## src/hw/rtl/sha1_pkg.sv

```systemverilog
// sha1_pkg: shared types and constants for the SHA-1 stream hasher.
// No dependencies.
package sha1_pkg;

  typedef enum logic [3:0] {
    ST_IDLE,
    ST_PAD,
    ST_CLR,
    ST_LEN_HI,
    ST_LEN_LO,
    ST_INIT,
    ST_RND,
    ST_RD,
    ST_FIN,
    ST_OUT
  } state_e;

  localparam logic [31:0] H0 = 32'h67452301;
  localparam logic [31:0] H1 = 32'hEFCDAB89;
  localparam logic [31:0] H2 = 32'h98BADCFE;
  localparam logic [31:0] H3 = 32'h10325476;
  localparam logic [31:0] H4 = 32'hC3D2E1F0;

  localparam logic [31:0] K0 = 32'h5A827999;
  localparam logic [31:0] K1 = 32'h6ED9EBA1;
  localparam logic [31:0] K2 = 32'h8F1BBCDC;
  localparam logic [31:0] K3 = 32'hCA62C1D6;

  localparam logic [6:0] LastRound = 7'd79;

  function automatic logic [31:0] rotl(input logic [31:0] x, input int unsigned n);
    rotl = (x << n) | (x >> (32 - n));
  endfunction

endpackage

```

## src/hw/rtl/sha1_stream_hasher.sv

```systemverilog
// sha1_stream_hasher: SHA-1 digest over a byte stream.
// Depends on sha1_pkg and sha1_ram (message schedule storage).
//
// Input channel: each transaction carries at most one byte (data_byte_i,
// has_byte_i, end_of_message_i); in_stall_o high means the block is busy.
// Output channel: five transactions per message, digest_word_o h0 first,
// word_index_o 0..4, last_word_o on the fifth.
// Bytes are packed into a 16-word schedule RAM (single port, registered
// read). Each byte is stored by a read-modify-write of its word. A block's
// completion adds a load step, rounds 0..15 (read, update), rounds 16..79
// (reads of w[t-3], w[t-8], w[t-14], w[t-16], then update and write back)
// and a final chain update. End of message adds a merge step, up to 16
// padding writes, two length writes and one compression, or two compressions
// when the length does not fit, then the digest words, one per cycle while
// out_stall_i is low. While the receiver stalls, the current word holds and
// no input is taken.
// Reset (rst_ni low, asynchronous) restores the initial chain value, clears
// the bit count and leaves the block ready for bytes.
module sha1_stream_hasher (
  input  logic        clk_i,
  input  logic        rst_ni,
  input  logic        in_valid_i,
  output logic        in_stall_o,
  input  logic [7:0]  data_byte_i,
  input  logic        has_byte_i,
  input  logic        end_of_message_i,
  output logic        out_valid_o,
  input  logic        out_stall_i,
  output logic [31:0] digest_word_o,
  output logic [2:0]  word_index_o,
  output logic        last_word_o
);
  sha1_pkg::state_e state_q, state_d;
  logic [31:0] h_q [5];
  logic [31:0] h_d [5];
  logic [31:0] a_q, b_q, c_q, d_q, e_q;
  logic [31:0] a_d, b_d, c_d, d_d, e_d;
  logic [63:0] cnt_q, cnt_d;
  logic [6:0]  rnd_q, rnd_d;
  logic [3:0]  sub_q, sub_d;
  logic [31:0] w0_q, w0_d, w1_q, w1_d, w2_q, w2_d;
  logic [7:0]  byte_q, byte_d;
  logic        eom_q, eom_d, two_q, two_d, rmw_q, rmw_d;
  logic        fin_q, fin_d;
  logic [2:0]  oidx_q, oidx_d;

  logic        we;
  logic [3:0]  addr;
  logic [31:0] wdata, rdata;

  sha1_ram #(.Width(32), .Depth(16)) u_sched (
    .clk_i  (clk_i),
    .we_i   (we),
    .addr_i (addr),
    .wdata_i(wdata),
    .rdata_o(rdata)
  );

  logic [5:0]  pos;
  logic [31:0] merged, wexp, wt, f, k, tmp;
  logic [1:0]  stg;
  logic [3:0]  s;
  assign pos = cnt_q[8:3];
  assign s = rnd_q[3:0];

  always_comb begin
    merged = (pos[1:0] == 2'd0) ? 32'd0 : rdata;
    merged = merged | ({24'd0, byte_q} << ({3'd0, 2'd3 - pos[1:0]} * 5'd8));
    wexp = sha1_pkg::rotl(w0_q ^ w1_q ^ w2_q ^ rdata, 1);
    wt = (rnd_q < 7'd16) ? rdata : wexp;
    if (rnd_q < 7'd20) stg = 2'd0;
    else if (rnd_q < 7'd40) stg = 2'd1;
    else if (rnd_q < 7'd60) stg = 2'd2;
    else stg = 2'd3;
    unique case (stg)
      2'd0: begin f = (b_q & c_q) | (~b_q & d_q); k = sha1_pkg::K0; end
      2'd1: begin f = b_q ^ c_q ^ d_q; k = sha1_pkg::K1; end
      2'd2: begin f = (b_q & c_q) | (b_q & d_q) | (c_q & d_q); k = sha1_pkg::K2; end
      default: begin f = b_q ^ c_q ^ d_q; k = sha1_pkg::K3; end
    endcase
    tmp = sha1_pkg::rotl(a_q, 5) + f + e_q + wt + k;
  end

  always_comb begin
    state_d = state_q;
    for (int i = 0; i < 5; i++) h_d[i] = h_q[i];
    a_d = a_q; b_d = b_q; c_d = c_q; d_d = d_q; e_d = e_q;
    cnt_d = cnt_q; rnd_d = rnd_q; sub_d = sub_q;
    w0_d = w0_q; w1_d = w1_q; w2_d = w2_q;
    byte_d = byte_q; eom_d = eom_q; two_d = two_q; rmw_d = rmw_q;
    fin_d = fin_q;
    oidx_d = oidx_q;
    we = 1'b0; addr = pos[5:2]; wdata = merged;
    in_stall_o = 1'b1;
    out_valid_o = 1'b0;
    unique case (state_q)
      sha1_pkg::ST_IDLE: begin
        in_stall_o = rmw_q;
        if (rmw_q) begin
          we = 1'b1;
          cnt_d = cnt_q + 64'd8;
          rmw_d = 1'b0;
          if (pos == 6'd63) begin
            state_d = sha1_pkg::ST_INIT;
          end else if (eom_q) begin
            state_d = sha1_pkg::ST_PAD;
          end
        end else if (in_valid_i) begin
          byte_d = data_byte_i;
          eom_d = end_of_message_i;
          if (has_byte_i) begin
            rmw_d = 1'b1;
          end else if (end_of_message_i) begin
            state_d = sha1_pkg::ST_PAD;
          end
        end
      end
      sha1_pkg::ST_PAD: begin
        // ram read of pos word was issued; merge 0x80
        byte_d = 8'h80;
        state_d = sha1_pkg::ST_CLR;
        sub_d = pos[5:2];
        two_d = (pos >= 6'd56);
      end
      sha1_pkg::ST_CLR: begin
        we = 1'b1;
        addr = sub_q;
        wdata = (sub_q == pos[5:2]) ? merged : 32'd0;
        sub_d = sub_q + 4'd1;
        if (sub_q == 4'd15) state_d = two_q ? sha1_pkg::ST_INIT : sha1_pkg::ST_LEN_HI;
        // merged read only valid first cycle; byte 0x80 replaces byte_q
        if (sub_q != pos[5:2]) wdata = 32'd0;
      end
      sha1_pkg::ST_LEN_HI: begin
        we = 1'b1; addr = 4'd14; wdata = cnt_q[63:32];
        state_d = sha1_pkg::ST_LEN_LO;
      end
      sha1_pkg::ST_LEN_LO: begin
        we = 1'b1; addr = 4'd15; wdata = cnt_q[31:0];
        eom_d = 1'b0;
        fin_d = 1'b1;
        state_d = sha1_pkg::ST_INIT;
      end
      sha1_pkg::ST_INIT: begin
        a_d = h_q[0]; b_d = h_q[1]; c_d = h_q[2]; d_d = h_q[3]; e_d = h_q[4];
        rnd_d = 7'd0;
        addr = 4'd0;
        state_d = sha1_pkg::ST_RND;
      end
      sha1_pkg::ST_RD: begin
        addr = s;
        state_d = sha1_pkg::ST_RND;
      end
      sha1_pkg::ST_RND: begin
        we = (rnd_q >= 7'd16);
        addr = s;
        wdata = wexp;
        e_d = d_q; d_d = c_q; c_d = sha1_pkg::rotl(b_q, 30); b_d = a_q; a_d = tmp;
        rnd_d = rnd_q + 7'd1;
        state_d = sha1_pkg::ST_FIN;
      end
      sha1_pkg::ST_FIN: begin
        // gather w[s+13], w[s+8], w[s+2] and read w[s] for the next round; after round 79 update the chain
        if (rnd_q == 7'd80) begin
          h_d[0] = h_q[0] + a_q; h_d[1] = h_q[1] + b_q; h_d[2] = h_q[2] + c_q;
          h_d[3] = h_q[3] + d_q; h_d[4] = h_q[4] + e_q;
          rnd_d = 7'd0;
          sub_d = 4'd0;
          if (two_q) begin
            two_d = 1'b0;
            state_d = sha1_pkg::ST_CLR;
            byte_d = 8'h00;
          end else if (eom_q) begin
            state_d = sha1_pkg::ST_PAD;
          end else if (fin_q) begin
            fin_d = 1'b0;
            state_d = sha1_pkg::ST_OUT;
          end else begin
            state_d = sha1_pkg::ST_IDLE;
          end
        end else if (rnd_q < 7'd16) begin
          addr = s;
          state_d = sha1_pkg::ST_RND;
        end else begin
          unique case (sub_q)
            4'd0: begin addr = s + 4'd13; sub_d = 4'd1; end
            4'd1: begin addr = s + 4'd8; w0_d = rdata; sub_d = 4'd2; end
            4'd2: begin addr = s + 4'd2; w1_d = rdata; sub_d = 4'd3; end
            4'd3: begin addr = s; w2_d = rdata; sub_d = 4'd0; state_d = sha1_pkg::ST_RND; end
            default: sub_d = 4'd0;
          endcase
        end
      end
      sha1_pkg::ST_OUT: begin
        out_valid_o = 1'b1;
        if (!out_stall_i) begin
          oidx_d = oidx_q + 3'd1;
          if (oidx_q == 3'd4) begin
            state_d = sha1_pkg::ST_IDLE;
            oidx_d = 3'd0;
            h_d[0] = sha1_pkg::H0; h_d[1] = sha1_pkg::H1; h_d[2] = sha1_pkg::H2;
            h_d[3] = sha1_pkg::H3; h_d[4] = sha1_pkg::H4;
            cnt_d = 64'd0;
          end
        end
      end
      default: state_d = sha1_pkg::ST_IDLE;
    endcase
  end

  always_ff @(posedge clk_i or negedge rst_ni) begin
    if (!rst_ni) begin
      state_q <= sha1_pkg::ST_IDLE;
      h_q[0] <= sha1_pkg::H0; h_q[1] <= sha1_pkg::H1; h_q[2] <= sha1_pkg::H2;
      h_q[3] <= sha1_pkg::H3; h_q[4] <= sha1_pkg::H4;
      cnt_q <= '0; rnd_q <= '0; sub_q <= '0;
      eom_q <= 1'b0; two_q <= 1'b0; rmw_q <= 1'b0; oidx_q <= '0; fin_q <= 1'b0;
      a_q <= '0; b_q <= '0; c_q <= '0; d_q <= '0; e_q <= '0;
    end else begin
      state_q <= state_d;
      for (int i = 0; i < 5; i++) h_q[i] <= h_d[i];
      cnt_q <= cnt_d; rnd_q <= rnd_d; sub_q <= sub_d;
      eom_q <= eom_d; two_q <= two_d; rmw_q <= rmw_d; oidx_q <= oidx_d; fin_q <= fin_d;
      a_q <= a_d; b_q <= b_d; c_q <= c_d; d_q <= d_d; e_q <= e_d;
    end
  end

  always_ff @(posedge clk_i) begin
    w0_q <= w0_d; w1_q <= w1_d; w2_q <= w2_d; byte_q <= byte_d;
  end

  always_comb begin
    unique case (oidx_q)
      3'd0: digest_word_o = h_q[0];
      3'd1: digest_word_o = h_q[1];
      3'd2: digest_word_o = h_q[2];
      3'd3: digest_word_o = h_q[3];
      default: digest_word_o = h_q[4];
    endcase
  end
  assign word_index_o = oidx_q;
  assign last_word_o = (oidx_q == 3'd4);
endmodule

```

## src/hw/rtl/sha1_ram.sv

```systemverilog
// sha1_ram: generic single-port synchronous RAM with registered read.
// No dependencies.
module sha1_ram #(
  parameter int Width = 32,
  parameter int Depth = 16
) (
  input  logic                     clk_i,
  input  logic                     we_i,
  input  logic [$clog2(Depth)-1:0] addr_i,
  input  logic [Width-1:0]         wdata_i,
  output logic [Width-1:0]         rdata_o
);
  logic [Width-1:0] mem_q [Depth];

  always_ff @(posedge clk_i) begin
    if (we_i) begin
      mem_q[addr_i] <= wdata_i;
    end
    rdata_o <= mem_q[addr_i];
  end
endmodule

```

## config.mk

```make
export PLATFORM = sky130hd
export DESIGN_NAME = sha1_stream_hasher
export DESIGN_NICKNAME = d
export VERILOG_FILES = /design/src/hw/rtl/sha1_pkg.sv /design/src/hw/rtl/sha1_stream_hasher.sv /design/src/hw/rtl/sha1_ram.sv
export SDC_FILE = /design/constraint.sdc
export NUM_CORES = 2
export LEC_CHECK = 0
export ABC_AREA = 0
export BUFFER_PORTS_ARGS = -buffer_cell sky130_fd_sc_hd__buf_2
export CAP_MARGIN = 0
export CORE_UTILIZATION = 60
export CTS_BUF_LIST = sky130_fd_sc_hd__clkbuf_8
export CTS_CLUSTER_DIAMETER = 30
export DETAILED_ROUTE_END_ITERATION = 12
export PLACE_DENSITY_LB_ADDON = 0.15
export REMOVE_ABC_BUFFERS = 1
export SLEW_MARGIN = 15
export SYNTH_ARGS = -nofsm -noshare
export SYNTH_HDL_FRONTEND = slang
export SYNTH_SLANG_ARGS = --single-unit
```

## constraint.sdc

```tcl
create_clock -name clk_i -period 8.1 [get_ports clk_i]
set_clock_uncertainty 0.15 [all_clocks]
set_input_delay 0 -clock clk_i [delete_from_list [all_inputs] [get_ports clk_i]]
set_output_delay 0 -clock clk_i [all_outputs]
set_load 0.02 [all_outputs]
```

### After elaboration in Yosys (flattened, before gate mapping)

Memory sizes are Yosys's and may differ from the RTL's. A register that Yosys moved wholly into a read port is not among the register bits.
Index checks and enable logic that the tools add are counted.

| storage, ports and cells | value |
|---|---|
| output and inout bits | 38 |
| register bits | 510 |
| RAM bits | 512 |
| bits of input ports | 14 |
| memories | 1 |

| cells by class | value |
|---|---|
| bitwise operators | 20 |
| multiplexer cells | 75 |
| magnitude comparators | 6 |
| reductions and logical operators | 30 |
| $add $sub $neg | 17 |
| equality and inequality tests | 39 |
| shift operators | 1 |

Memories:

| memory | words | bits a word | rd ports | clocked after memory_dff | wr ports | line | RTL |
|---|---|---|---|---|---|---|---|
| u_sched.mem_q | 16 | 32 | 1 | 1 | 1 | sha1_ram.sv:13 | `logic [Width-1:0] mem_q [Depth];` |

Operator list:

| operator | count |
|---|---|
| $mux 160 | 3 |
| $pmux 32 s2 | 6 |
| $pmux 160 s2 | 1 |
| $add 32x32->32 | 9 |
| $pmux 32 s4 | 2 |
| $mux 64 | 3 |
| $xor 32x32->32 | 5 |
| $and 32x32->32 | 4 |
| $mux 32 | 4 |
| $or 32x32->32 | 4 |
| $pmux 64 s2 | 1 |
| $pmux 32 s3 | 1 |
| $mux 4 | 19 |
| $add 64x4->64 const B | 1 |
| $pmux 4 s9 | 1 |
| $mux 8 | 4 |
| $not 32->32 | 1 |
| $or 32x1->32 | 1 |
| $or 32x30->32 | 1 |
| $or 32x5->32 | 1 |
| $shl 8x5->32 | 1 |
| $pmux 4 s6 | 1 |
| $pmux 8 s3 | 1 |
| $reduce_and 4->1 | 6 |
| 49 further kinds | 107 |

### Depth between registers and ports, before layout

| depth | value |
|---|---|
| depth after elaboration | 11 |
| gate-level depth with buffers | 30 |
| depth with buffers taken out | 28 |

### Modules after synthesis

Synthesis repeated with hierarchy kept, for this count alone.

| second synthesis, totals | value |
|---|---|
| cell total of the unflattened synthesis | 4913 |
| area total of the unflattened synthesis | 56462.9 µm² |

Modules (own cells, without submodules):

| module | times used | area each (µm²) | seq. area each (µm²) | cells each |
|---|---|---|---|---|
| sha1_stream_hasher | 1 | 36600.1 | 13307.8 | 4073 |
| sha1_ram | 1 | 19862.8 | 16015.4 | 840 |

### Least setup slack after synthesis

No wires, ideal clock.

| timing | value |
|---|---|
| path kind | reg-to-reg |
| start point | register rnd_q[3] |
| end point | register a_q[28] |
| arrival time | 6.565 ns |
| buffers on the path | 3 |
| path slack | 1.247 ns |
| stages on the path, launching flop included | 27 |
| period minus slack after synthesis | 6.853 ns |
| path through | dfrtp_1 -> clkbuf_1 -> o311ai_1 -> clkbuf_1 -> inv_1 -> ha_1 -> inv_1 -> clkbuf_1 -> o22ai_1 -> nor2_1 -> a21oi_1 -> fa_1 -> fa_1 -> inv_1 -> fa_1 -> inv_1 -> ha_1 -> a21o_1 -> a21o_1 -> a2111oi_0 -> o21bai_1 -> a31oi_1 -> o21ai_1 -> a211o_1 -> a21oi_1 -> xor2_1 -> mux2i_1 |

| between the ends | value |
|---|---|
| cells in the longest elaborated chain, start to end | 11 |
| elaborated cells on any way between the ends | 18 |
| those cells by class | add/sub (4); order compare (4); eq/ne (2); mux (7); reduce/logical (1) |

RTL lines:

| what | line | RTL |
|---|---|---|
| start, declared | sha1_stream_hasher.sv:39 | `logic [6:0] rnd_q, rnd_d;` |
| start signal, assigned | sha1_stream_hasher.sv:222 | `cnt_q <= cnt_d; rnd_q <= rnd_d; sub_q <= sub_d;` |
| $lt 7x6->1 | sha1_stream_hasher.sv:73 | `else if (rnd_q < 7'd60) stg = 2'd2;` |
| $mux 1 | sha1_stream_hasher.sv:73 |  |
| $mux 2 | sha1_stream_hasher.sv:72 | `else if (rnd_q < 7'd40) stg = 2'd1;` |
| $mux 2 | sha1_stream_hasher.sv:71 | `if (rnd_q < 7'd20) stg = 2'd0;` |
| $eq 2x2->1 or $logic_not 2->1 (tied branches) | sha1_stream_hasher.sv:75 | `unique case (stg)` |
| $pmux 32 s2 | sha1_stream_hasher.sv:75 |  |
| $add 32x32->32 (3 in series) | sha1_stream_hasher.sv:81 | `tmp = sha1_pkg::rotl(a_q, 5) + f + e_q + wt + k;` |
| $add 32x32->32 * | sha1_stream_hasher.sv:81 |  |
| $pmux 32 s2 * | sha1_stream_hasher.sv:96 | `unique case (state_q)` |
| end signal, assigned | sha1_stream_hasher.sv:218 | `a_q <= '0; b_q <= '0; c_q <= '0; d_q <= '0; e_q <= '0;` |
| end signal, assigned | sha1_stream_hasher.sv:224 | `a_q <= a_d; b_q <= b_d; c_q <= c_d; d_q <= d_d; e_q <= e_d;` |
| end, declared | sha1_stream_hasher.sv:36 | `logic [31:0] a_q, b_q, c_q, d_q, e_q;` |

Mark *: on every way between the ends. The rest lies on a longest branch, timed or not.
A chain may end at the register's enable or synchronous reset.

### Worst setup path in the final report

Ends and elaborated chain as after synthesis.

==> impl_metrics.yaml <==
status:
  run_status: "complete, no violations"
critical_path:
  r2r-end: "a_q[28]"
  r2r_slack_ns: 0.84
  cp_slowest_cell: "nor2_1"
  cp-startpoint: "rnd_q[3]"
  slowest_delay_ns: 0.57
  worst_ep_required_time_ns: 8.68
  r2r_cells: 26
  timing.rr.start: "rnd_q[3]"
  cp_max_fo: 24
  cp.arrival_ns: 7.83
  path_class: "flop to flop"
  endpoint_kind: "flop"
  cp-endpoint: "a_q[28]"
  crit_path_start_kind: "flop"
synth:
  syn-cell-area_sq_mm: 0.0580
  syn_inst: 5689
  synthFlopType: "edfxtp_1"
  ys_warn_count: 0
  synth_async_sr_flop_share_pct: 38.3
  ys_types: 97
  ys_seq_elements: 1051
  yosysSeqAreaShare_pct: 50.6
  synth_edf_count: 616
  synth.avg_cell_area_sq_um: 10.2
final_layout:
  drive_gt1_share_pct: 11.3
  mostFrequentLayoutCell: "nand2_1"
  fin_area_sq_mm: 0.0652
  fin_cells: 7246
  nets: 6128
  area_delta_synth_final_pct: 12.5
  final_cell_mix: "nand2_1, edfxtp_1, nor2_1, a21oi_1, inv_1"
clocking:
  cts_buffers: 228
  clock-sinks: 1051
  htree_num_levels: 4
  clkTransAtPathRegs_ns: 0.06
  cts_tree: "yes"
  cts_setup_buffers: 0
  cts_max_path_buffers: 3
  insertion_delay_ns: 0.93
  cts_root_buf: "clkbuf_8"
timing:
  final_max_slew_viol_count: 0
  setup_violations: 0
  hold_viol: 0
  relSlewSlack_pct: 12.2
  timing.final.crit_share_pct: 89.6
  timing.fmax_mhz: 138
  rsz0062_at_grt: "no"
  worst_pin_slew_ns: 1.32
  final.min_clock_period_ns: 7.26
floorplan:
  start_util_pct: 60.8
  dieArea_sq_mm: 0.0979
  core_area_sq_mm: 0.0953
  die_h_um: 313
  rows: 113
  chipWidth_um: 313
  ioPinCount: 52
routing:
  wl_mm: 171
  drc: 0
  routed_via_density: 6.30
  drt_iter0_drc: 4982
  drt_first_pass_iters: 9
  route.vias.total: 45600
  antenna_left: 0
  avgRoutedWirePerCell_um: 23.7
worst_hold_path:
  hold_class: "primary input to flop"
power:
  power_density_mw_per_mm2: 188
  total_power_mw: 12.3
  ir_drop_v: 0.000197
  p_leak_nw: 26.3
placed_design:
  post_dp_cell_area_sq_mm: 0.0595
  io_buffers: 51
  gp_congestion: 1.01
  dpl.cell_count: 6781
  post-dp-hpwl_mm: 110
global_route:
  use_met1_pct: 46.7
  busiest_layer: "met2"
  grt_pass1_vias: 43800
  grt_util_met3_pct: 6.44
  use_met2_pct: 55.0
  antenna_found_initial: 3
  grt_pass1_wl_mm: 261
  grt_use_total_pct: 34.9
  grt_overflow: 0
  grt_max_degree: 208
job:
  cap_violations: 0
-- sequential cells by signal, summed over array words and instances (netlist names) --
| signal | cells |
|---|---|
| u_sched.rdata_o | 32 |
| c_q | 32 |
| w2_q | 32 |
| u_sched.mem_q | 512 |
| rnd_q | 7 |
| rmw_q | 1 |
| word_index_o | 3 |
| two_q | 1 |
| a_q | 32 |
| eom_q | 1 |
| state_q | 4 |
| e_q | 32 |
| h_q | 160 |
| cnt_q | 61 |
| fin_q | 1 |
| d_q | 32 |
| w0_q | 32 |
| byte_q | 8 |
| b_q | 32 |
| sub_q | 4 |
| w1_q | 32 |
-- where the power goes --
group	internal, mW	leakage [nW]	switching [mW]
registers	5.63	10.1	0
logic	0.0142	13.4	0.0490
clock network	3.93	2.85	2.63
-- worst min-delay path by stage --
stage | start | endpoint | slack [ns] | depth (start not counted)
6_report | out_stall_i | word_index_o[2] | 0.18 | 5
2_1_floorplan | rst_ni | a_q[0] | -0.45 | 0
5_1_grt | out_stall_i | word_index_o[2] | 0.19 | 6
3_5_place_dp | rst_ni | h_q[72] | -0.06 | 1
4_1_cts | out_stall_i | word_index_o[2] | 0.1 | 6
3_3_place_gp | rst_ni | h_q[72] | -0.06 | 1
-- area by class of cell --
type                            instances  area (sq um)
Antenna cell                            1          2.50
Clock buffer                          265          3650
Clock inverter                        169          1670
Fill cell                            7221         30100
Inverter                              304          1140
Multi-Input combinational cell       4023         26600
Sequential cell                      1051         29300
Tap cell                             1265          1580
Timing Repair Buffer                  168          1300
-- metal layers --
layer  up-vias  wire length, um  share of wire [%]
met5         -               13             0.0076
met4         2             8040                4.7
met3       450            15000                8.7
met2      2251            80800                 47
met1     22300            67600                 39
li1      20700                -                  -
-- metrics by stage --
stage / utilization (%) / TNS, ns / hold WS [ns] / setup slack [ns]
after global placement: 62.5 / 0 / -0.0593 / 1.12
final: 68.4 / 0 / 0.177 / 0.845
after floorplan: - / -3073.97 / -0.446 / -4.73
after CTS: 68.4 / 0 / 0.0964 / 0.954
after global routing: 68.4 / 0 / 0.191 / 0.454
after detailed placement: 62.5 / 0 / -0.0558 / 1.04
-- logic make-up after synthesis --
kind of cell	after synthesis	share of synthesized area, %
AOI/OAI and AO/OA	1513	16.6
xor gates and xnor gates	307	4.64
adders and majority gates	339	8.93
buffers and inverters	615	4.17
DFF	1051	50.6
muxes	84	1.45
and+or+nand+nor	1780	13.6
-- cells in the mapped netlist (60+ instances only) --
cell	n	area, sq um
fa_1	125	2500
o21ai_0	280	1400
ha_1	213	2670
a22oi_1	72	541
a31oi_1	123	769
xnor2_1	160	1400
clkbuf_1	230	863
nand3_1	60	300
dfstp_2	80	2100
a21oi_1	468	2340
inv_1	302	1130
xor2_1	147	1290
mux2i_1	82	821
and3_1	170	1060
edfxtp_1	616	18500
a21o_1	82	616
nor2_1	510	1910
a211oi_1	159	1190
dfrtp_1	323	8080
nand2_1	783	2940
a311oi_1	66	578
-- worst max-delay path, delay by kind of cell, from the launching register on --
| kind | cells | cell delay [ns] |
|---|---|---|
| mux | 1 | 0.08 |
| fa+ha+maj | 5 | 2.20 |
| buf+inv | 5 | 1.03 |
| simple gates | 5 | 1.31 |
| flops | 1 | 0.55 |
| compound gates | 9 | 1.56 |
| xor+xnor | 1 | 0.15 |
-- what timing repair did --
item | CTS | global route
hold buffers | 30 | 0
endpoints found under the hold margin | 396 | 0
gates resized for setup | 0 | 0
Power figures use the tool's default switching activity.
